File: config.mk
export PLATFORM = sky130hd
export DESIGN_NAME = checked_text_frame_receiver_unit
export DESIGN_NICKNAME = d
export VERILOG_FILES = /design/src/ctfr_pkg.sv /design/src/ctfr_char_filter.sv /design/src/ctfr_frame_tracker.sv /design/src/checked_text_frame_receiver_unit.sv
export VERILOG_INCLUDE_DIRS = /design/src /design/src/src
export SDC_FILE = /design/constraint.sdc
export NUM_CORES = 1
export LEC_CHECK = 0
export BUFFER_PORTS_ARGS = -buffer_cell sky130_fd_sc_hd__buf_2
export CORE_UTILIZATION = 40
export CTS_CLUSTER_DIAMETER = 150
export DETAILED_ROUTE_END_ITERATION = 10
export PLACE_DENSITY_LB_ADDON = 0.15
export SLEW_MARGIN = 15
export SYNTH_ARGS = -nofsm -noshare
export SYNTH_HDL_FRONTEND = slang
export SYNTH_SLANG_ARGS = --single-unit
File: constraint.sdc
create_clock -name clk -period 6 [get_ports clk]
set_input_delay 0.3 -clock clk [delete_from_list [all_inputs] [get_ports clk]]
set_output_delay 0.3 -clock clk [all_outputs]
set_load 0.02 [all_outputs]
File: src/checked_text_frame_receiver_unit_macros.svh
// ----------------------------------------------------------------------------
// Checked text frame receiver assertion macros
// Concurrent assertion shorthands clocked on clk and held off during reset.
// ----------------------------------------------------------------------------
`ifndef CHECKED_TEXT_FRAME_RECEIVER_UNIT_MACROS_SVH
`define CHECKED_TEXT_FRAME_RECEIVER_UNIT_MACROS_SVH

// Same-cycle implication.
`define CTFR_ASSERT_IMPL(lbl, ante, cons, msg) \
	lbl: assert property (@(posedge clk) disable iff (!arst_n) (ante) |-> (cons)) \
		else $error(msg);

// Next-cycle implication.
`define CTFR_ASSERT_NEXT(lbl, ante, cons, msg) \
	lbl: assert property (@(posedge clk) disable iff (!arst_n) (ante) |=> (cons)) \
		else $error(msg);

`endif

File: src/ctfr_pkg.sv
// ----------------------------------------------------------------------------
// Checked text frame receiver package
// Request and result payload types, character codes and class flags.
// ----------------------------------------------------------------------------
`timescale 1ns / 1ps

package ctfr_pkg;

	localparam logic [7:0] CH_START   = 8'h40; // '@'
	localparam logic [7:0] CH_END     = 8'h24; // '$'
	localparam logic [7:0] CH_HASH    = 8'h23; // '#'
	localparam logic [7:0] CH_COLON   = 8'h3A; // ':'
	localparam logic [7:0] CH_UNDER   = 8'h5F; // '_'
	localparam logic [7:0] CH_DOT     = 8'h2E; // '.'
	localparam logic [7:0] CH_BAR     = 8'h7C; // '|'
	localparam logic [7:0] CH_DASH    = 8'h2D; // '-'
	localparam logic [7:0] CH_DIG_LO  = 8'h30; // '0'
	localparam logic [7:0] CH_DIG_HI  = 8'h39; // '9'
	localparam logic [7:0] CH_UPR_LO  = 8'h41; // 'A'
	localparam logic [7:0] CH_UPR_HI  = 8'h5A; // 'Z'
	localparam logic [7:0] CH_LWR_LO  = 8'h61; // 'a'
	localparam logic [7:0] CH_LWR_HI  = 8'h7A; // 'z'

	localparam int ADDR_W = 7;
	localparam int SUM_W  = 16;

	typedef struct packed {
		logic       is_rx_data;
		logic [7:0] rx_byte;
		logic       ack;
	} req_item_t;

	typedef struct packed {
		logic              store_en;
		logic [ADDR_W-1:0] store_addr;
		logic [6:0]        store_char;
		logic              frame_end;
		logic [ADDR_W-1:0] frame_length;
		logic [SUM_W-1:0]  sum_out;
		logic              complete_flag;
		logic              valid_flag;
	} rsp_item_t;

	typedef struct packed {
		logic is_start;
		logic is_end;
		logic keep;
	} char_class_t;

endpackage

File: src/ctfr_char_filter.sv
// ----------------------------------------------------------------------------
// Character filter
// Classifies a received byte as frame start, frame end and storable.
// ----------------------------------------------------------------------------
`timescale 1ns / 1ps

module ctfr_char_filter
	import ctfr_pkg::*;
(
	input  logic [7:0]  rx_byte,
	output char_class_t cls
);

	logic is_digit;
	logic is_upper;
	logic is_lower;
	logic is_symbol;

	always_comb begin
		is_digit  = (rx_byte >= CH_DIG_LO) && (rx_byte <= CH_DIG_HI);
		is_upper  = (rx_byte >= CH_UPR_LO) && (rx_byte <= CH_UPR_HI);
		is_lower  = (rx_byte >= CH_LWR_LO) && (rx_byte <= CH_LWR_HI);
		is_symbol = (rx_byte == CH_START) || (rx_byte == CH_END) ||
			(rx_byte == CH_HASH) || (rx_byte == CH_COLON) ||
			(rx_byte == CH_UNDER) || (rx_byte == CH_DOT) ||
			(rx_byte == CH_BAR) || (rx_byte == CH_DASH);
		cls.is_start = (rx_byte == CH_START);
		cls.is_end   = (rx_byte == CH_END);
		cls.keep     = is_digit || is_upper || is_lower || is_symbol;
	end

endmodule

File: src/ctfr_frame_tracker.sv
// ----------------------------------------------------------------------------
// Frame tracker
// Holds the frame state and computes one result per request.
// ----------------------------------------------------------------------------
`timescale 1ns / 1ps

module ctfr_frame_tracker
	import ctfr_pkg::*;
#(
	parameter int BUF_DEPTH = 128
) (
	input  logic        clk,
	input  logic        arst_n,
	input  logic        advance,
	input  req_item_t   item,
	input  char_class_t cls,
	output rsp_item_t   result
);

	localparam int POS_W = $clog2(BUF_DEPTH);
	localparam logic [POS_W-1:0] POS_LAST = POS_W'(BUF_DEPTH - 1);

	logic             in_frame_q;
	logic [POS_W-1:0] write_pos_q;
	logic [SUM_W-1:0] char_sum_q;
	logic             done_q;
	logic             good_q;

	logic             in_frame_d;
	logic [POS_W-1:0] write_pos_d;
	logic [SUM_W-1:0] char_sum_d;
	logic             done_d;
	logic             good_d;
	logic [POS_W-1:0] pos_stored;
	logic [POS_W+ADDR_W-1:0] addr_ext;
	logic [POS_W+ADDR_W-1:0] len_ext;
	logic             room;

	always_comb begin
		in_frame_d  = in_frame_q;
		write_pos_d = write_pos_q;
		char_sum_d  = char_sum_q;
		done_d      = done_q && !item.ack;
		good_d      = good_q && !item.ack;
		pos_stored  = write_pos_q;
		result      = '0;

		if (item.is_rx_data) begin
			if (cls.is_start) begin
				in_frame_d  = 1'b1;
				write_pos_d = '0;
				char_sum_d  = '0;
			end
			pos_stored = write_pos_d;
			room = in_frame_d && (write_pos_d < POS_LAST);
			if (room) begin
				if (cls.keep) begin
					result.store_en   = 1'b1;
					result.store_char = item.rx_byte[6:0];
					write_pos_d       = write_pos_d + 1'b1;
					char_sum_d        = char_sum_d + SUM_W'(item.rx_byte);
				end
				if (cls.is_end) begin
					in_frame_d       = 1'b0;
					result.frame_end = 1'b1;
					done_d = (char_sum_d != '0) && (write_pos_d > POS_W'(1));
					good_d = done_d;
				end
			end
		end else begin
			room = 1'b0;
		end

		addr_ext = {{ADDR_W{1'b0}}, pos_stored};
		len_ext  = {{ADDR_W{1'b0}}, write_pos_d};
		if (result.store_en) begin
			result.store_addr = addr_ext[ADDR_W-1:0];
		end
		if (result.frame_end) begin
			result.frame_length = len_ext[ADDR_W-1:0];
			write_pos_d         = '0;
		end

		// An open frame that already holds data keeps both flags low.
		if (in_frame_d && (write_pos_d != '0)) begin
			done_d = 1'b0;
			good_d = 1'b0;
		end

		result.sum_out       = char_sum_d;
		result.complete_flag = done_d;
		result.valid_flag    = good_d;
	end

	always_ff @(posedge clk or negedge arst_n) begin
		if (!arst_n) begin
			in_frame_q  <= 1'b0;
			write_pos_q <= '0;
			char_sum_q  <= '0;
			done_q      <= 1'b0;
			good_q      <= 1'b0;
		end else if (advance) begin
			in_frame_q  <= in_frame_d;
			write_pos_q <= write_pos_d;
			char_sum_q  <= char_sum_d;
			done_q      <= done_d;
			good_q      <= good_d;
		end
	end

endmodule

File: src/checked_text_frame_receiver_unit.sv
// ----------------------------------------------------------------------------
// Checked text frame receiver
// Extracts '@'...'$' text frames from received bytes, with a running sum.
// ----------------------------------------------------------------------------
// Channel | Direction | Payload    | Handshake
// req     | in        | req_item_t | req_valid / req_ready
// rsp     | out       | rsp_item_t | rsp_valid / rsp_ready
//
// Requests pass the input register, results the output register; one request
// per cycle is sustained unless rsp stalls, set by the tracker's single step.
// Reset clears the frame state and both pipeline valid bits.
// A stalled result stays in the output register while the input register
// still takes one more request; req_ready drops only when both are full.
`timescale 1ns / 1ps

module checked_text_frame_receiver_unit
	import ctfr_pkg::*;
#(
	parameter int BUF_DEPTH = 128
) (
	input  logic      clk,
	input  logic      arst_n,
	input  logic      req_valid,
	output logic      req_ready,
	input  req_item_t req_data,
	output logic      rsp_valid,
	input  logic      rsp_ready,
	output rsp_item_t rsp_data
);

	`include "checked_text_frame_receiver_unit_macros.svh"

	logic        valid_s1;
	req_item_t   item_s1;
	logic        valid_s2;
	rsp_item_t   result_s2;
	logic        advance;
	char_class_t cls;
	rsp_item_t   result;

	assign advance   = valid_s1 && (!valid_s2 || rsp_ready);
	assign req_ready = !valid_s1 || advance;
	assign rsp_valid = valid_s2;
	assign rsp_data  = result_s2;

	always_ff @(posedge clk or negedge arst_n) begin
		if (!arst_n) begin
			valid_s1 <= 1'b0;
		end else if (req_ready) begin
			valid_s1 <= req_valid;
		end
	end

	always_ff @(posedge clk) begin
		if (req_ready && req_valid) begin
			item_s1 <= req_data;
		end
	end

	always_ff @(posedge clk or negedge arst_n) begin
		if (!arst_n) begin
			valid_s2 <= 1'b0;
		end else if (advance) begin
			valid_s2 <= 1'b1;
		end else if (rsp_ready) begin
			valid_s2 <= 1'b0;
		end
	end

	always_ff @(posedge clk) begin
		if (advance) begin
			result_s2 <= result;
		end
	end

	ctfr_char_filter u_filter (
		.rx_byte (item_s1.rx_byte),
		.cls     (cls)
	);

	ctfr_frame_tracker #(
		.BUF_DEPTH (BUF_DEPTH)
	) u_tracker (
		.clk     (clk),
		.arst_n  (arst_n),
		.advance (advance),
		.item    (item_s1),
		.cls     (cls),
		.result  (result)
	);

	`CTFR_ASSERT_IMPL(a_full_stall, valid_s1 && valid_s2 && !rsp_ready, !req_ready,
		"request taken while both stages are full")
	`CTFR_ASSERT_NEXT(a_advance_fills, advance, valid_s2,
		"advanced request left no result")
	`CTFR_ASSERT_IMPL(a_end_stored, valid_s2 && result_s2.frame_end,
		result_s2.store_en && (result_s2.store_char == CH_END[6:0]),
		"frame closed without a stored terminator")
	`CTFR_ASSERT_IMPL(a_flags_agree, valid_s2,
		result_s2.complete_flag == result_s2.valid_flag,
		"complete and valid flags disagree")

endmodule

Word level (Yosys, flattened, before mapping). Cells that the tools add are included. W data, S select, Z words.

Add/sub/neg operators: 2. Order comparisons: 8. Eq/ne operators: 8. Mux-type cells: 37. Reduce and logical (&&, ||, !) cells: 29.

Operator list (count): $mux W16 (7); $mux W7 (9); $eq A8 B6 Y1 const B (5); $eq A8 B7 Y1 const B (3); $mux W1 (21); $add A16 B8 Y16 (1); $ge A8 B7 Y1 const B (2); $le A8 B7 Y1 const B (2); $reduce_bool A16 Y1 (1); $logic_or A1 B1 Y1 (12); $logic_and A1 B1 Y1 (10); $ge A8 B6 Y1 const B (1); $le A8 B6 Y1 const B (1); $add A7 B1 Y7 const B (1); $gt A7 B1 Y1 const B (1); $lt A7 B7 Y1 const B (1); $reduce_bool A7 Y1 (1); $logic_not A1 Y1 (3); $reduce_and A3 Y1 (1); $reduce_bool A2 Y1 (1).

Register bits: 79. Input bits: 14. Logic and storage cells: 102.

Depth between registers and ports, before layout.
Depth in word-level cells: 18. Depth in mapped cells: 17. Depth with buffers taken out: 14.

Modules after synthesis. A second synthesis with hierarchy kept.

Cells, all modules: 451. Area, all modules: 4654.5 µm².

Modules (own cells, without submodules): ctfr_frame_tracker (instances 1, cells each 359, area an instance 2791.4 µm²); checked_text_frame_receiver_unit (instances 1, cells each 59, area an instance 1635.3 µm²); ctfr_char_filter (instances 1, cells each 33, area an instance 227.7 µm²).

Least setup slack after synthesis. No wires, ideal clock.

Kind: reg2reg. Start: register item_s1[5] (netlist name). End: register result_s2 (netlist bit rsp_data[0]) (data pin). Library setup time: 264 ps. Arrival time: 4071 ps. Slack: 1665 ps. Cell stages (with the launch flop): 17. Path buffers: 3. Period minus slack after synthesis: 4335 ps. Path through: edfxtp_1 -> buf_6 -> or4_4 -> or3_1 -> buf_2 -> clkbuf_1 -> and2_1 -> ha_1 -> a21o_1 -> nand2b_1 -> a21bo_2 -> nor4b_1 -> or4b_1 -> a21oi_1 -> o32ai_2 -> o211ai_1 -> a21oi_1.

RTL lines: start, declared (line checked_text_frame_receiver_unit.sv:34) `req_item_t item_s1;`; start signal, assigned (line checked_text_frame_receiver_unit.sv:56) `item_s1 <= req_data;`; end signal, assigned (line checked_text_frame_receiver_unit.sv:72) `result_s2 <= result;`; end, declared (line checked_text_frame_receiver_unit.sv:36) `rsp_item_t result_s2;`.

==> flow_metrics.tcl <==
set metrics [dict create \
    grt_overflow 0 \
    postPlaceCellArea_um2 4751 \
    ys_warn_count 0 \
    cp.required_ps 6110 \
    ir_worst_vdd_mv 0.1342 \
    postRouteAntennaNets 0 \
    ys_types 70 \
    worstSetupEndpointType "flop" \
    antennaDiodeCount 0 \
    hold_path_class "in2reg" \
    synthCells 440 \
    root_buffer "clkbuf_8" \
    hpwl_um 7078 \
    critPathMostFrequentCell "a21oi_1" \
    die_area_um2 11350 \
    worst_pin_slew_ps 807.7 \
    status "completed" \
    die_w_um 106.5 \
    drive_above_1_share_pct 19.76 \
    max_freq_mhz 211.5 \
    drc 0 \
    gp_congestion 0.8789 \
    cp_data_arrival_time_ps 4840 \
    place.port_buffers 56 \
    final_nets 514 \
    netlist_area_um2 4372 \
    core_area_um2 10460 \
    grt_pass1_vias 3363 \
    path_buf_inv 0 \
    drt-initial-drc-count 180 \
    clock_latency_ps 370 \
    final_util_pct 48.06 \
    cp_top_family "simple AND/OR/NAND/NOR gates" \
    path_max_fanout 22 \
    power_density_nw_per_um2 323.1 \
    routed_wl_um 10370 \
    maxSlewHeadroom_pct 46.16 \
    avgSynthCellArea_um2 9.936 \
    syn2layout_area_growth_pct 15.03 \
    cts.repair.resized 0 \
    fin_tns_setup_ps 0 \
    cpMaxStageDelayCell "or3_1" \
    synth_edf_count 51 \
    startpoint_type "flop" \
    synth_seq_cells 79 \
    rsz0062_at_grt "false" \
    final_area_um2 5029 \
    critPathKind "reg2reg" \
    grt_max_degree 70 \
    syn-num-nets 463 \
    synthArstFlopShare_pct 35.44 \
    final_max_slew_viol_count 0 \
    cts_buffers 9 \
    via_count 3558 \
    clock_skew_ps 10.45 \
    crit_chain "or4_4 > or3_1 > and2_1 > ha_1 > a21o_1 > nand2b_1 > a21bo_2 > nor4b_1 > or4b_1 > a21oi_1 > o32ai_2 > o211ai_1 > a21oi_1" \
    max_stage_delay_ps 680 \
    min_period_ps 4728 \
    grt_util_all_layers_pct 19.58 \
    viasPerCell 5.630 \
    clock_sinks 79 \
    start_util_pct 41.78 \
    drv_cap 0 \
    antenna_found_initial 0 \
    ys.flop_type "edfxtp_1" \
    wl_per_cell_um 16.41 \
    clock_path_buffers 2 \
    grt_pass1_wl_um 17020 \
    firstDrtPassIters 5 \
    path_clk_slew_ps 80 \
    cts_setup_buffers 0 \
    min_period_over_period_pct 78.80 \
    placementRows 37 \
    yosysSeqAreaShare_pct 51.06 \
    setup_violations 0 \
    leakage_nw 2.028 \
    die_y_um 106.5 \
    hold_viol_final 0 \
    h-tree-depth 3 \
    tritoncts "built" \
    pin_count 57 \
]
[repair_timing]
action	CTS	global route
endpoints found under the hold margin	6	0
endpoints found under the setup margin	0	0
hold buffers	1	0
[sequential cells by signal (all words and copies together) (netlist names)]
| register | flops |
|---|---|
| valid_s1 | 1 |
| u_tracker.done_q | 1 |
| u_tracker.write_pos_q | 7 |
| rsp_data | 41 |
| u_tracker.good_q | 1 |
| item_s1 | 10 |
| u_tracker.char_sum_q | 16 |
| u_tracker.in_frame_q | 1 |
| rsp_valid | 1 |
[cells in the final DEF, fill, tap and decap left out, types with 3 or more instances in the layout]
master,instances
a21o_1,4
a21oi_1,17
a22o_1,4
a31oi_1,11
and2_1,11
and3_1,13
buf_2,56
buf_4,4
bufinv_16,4
clkbuf_8,9
dfrtp_1,28
edfxtp_1,51
ha_1,8
inv_1,10
mux2_2,7
nand2_1,70
nand2b_1,8
nand3_1,10
nand3b_1,3
nand4_1,5
nor2_1,40
nor3_1,15
nor4_1,3
nor4b_1,3
o211ai_1,5
o21a_1,5
o21ai_0,23
o31ai_1,3
or4_1,3
xnor2_1,6
xor2_1,4
[cells in the mapped netlist (5+ instances only)]
cell	instances	share of area, %
xnor2_1	6	1.2
dfrtp_1	28	16
o21a_1	5	0.86
o21ai_0	23	2.6
nand2b_1	8	1.1
nor3_1	16	1.8
nand4_1	5	0.72
a31oi_1	11	1.6
mux2_2	7	1.8
edfxtp_1	51	35
and3_1	13	1.9
nor2_1	40	3.4
nand3_1	10	1.1
inv_1	11	0.94
ha_1	8	2.3
a21oi_1	17	1.9
and2_1	11	1.6
o211ai_1	5	0.86
clkbuf_1	16	1.4
nand2_1	70	6.0
[worst register-to-register path: stages, from the launching register on]
cell      delay [ps]
edfxtp_1         590
or4_4            610
or3_1            680
and2_1           310
ha_1             330
a21o_1           210
nand2b_1         170
a21bo_2          250
nor4b_1          180
or4b_1           520
a21oi_1          190
o32ai_2          120
o211ai_1         230
a21oi_1          100
[worst paths after layout]
kind	from	to	slack, ps	depth (start not counted)
min in group asynchronous	arst_n	u_tracker.char_sum_q[13]	520	2
hold / removal	req_data[6]	item_s1[6]	100	1
setup / recovery	item_s1[1]	rsp_data[1]	1270	13
hold reg to reg	valid_s1	rsp_valid	500	1
setup reg to reg	item_s1[1]	rsp_data[1]	1270	13
max in group asynchronous	arst_n	u_tracker.char_sum_q[1]	5030	2
[cell families (layout without fill, tap and decap cells)]
logic type,after synthesis,count (layout),share of synthesized area (%)
AND/OR/NAND/NOR,200,200,22.87
AO/OA/AOI/OAI,101,101,15.83
flip-flops,79,79,51.06
buffers and inverters,33,89,3.463
XOR/XNOR,10,10,2.003
adder cells (fa/ha/maj),9,9,2.748
multiplexers,8,8,2.032
[report_power, final]
part,switching [mW],leakage (nW),internal (mW)
Clock,0.204,0.126,0.319
Combinational,0.242,1.05,0.148
Sequential,0.0577,0.854,0.653
Total,0.504,2.03,1.12
[per-stage QoR]
stage	hold WS, ps	std cells	power (mW)	setup WS (ps)
after floorplan	4.409	440	1.003	1665
after global placement	374.9	615	1.106	1358
after detailed placement	395.9	615	1.107	1255
after CTS	91.60	632	1.632	1231
after global routing	88.24	632	1.712	933.8
final	102.0	632	1.625	1272
[routing by layer]
layer  vias up  wire [um]  track usage (%)
met5         -          0                0
met4         0        313            10.18
met3        22        509            3.433
met2       120       4528            28.76
met1      1687       5016            27.56
li1       1729          -                -
[cell type report]
| cell class | count | area, um^2 |
|---|---|---|
| Tap cell | 136 | 170.2 |
| Clock buffer | 9 | 123.9 |
| Multi-Input combinational cell | 328 | 1993 |
| Inverter | 12 | 45.04 |
| Fill cell | 996 | 5434 |
| Clock inverter | 7 | 143.9 |
| Sequential cell | 79 | 2232 |
| Timing Repair Buffer | 61 | 320.3 |
Power figures use the tool's default switching activity.
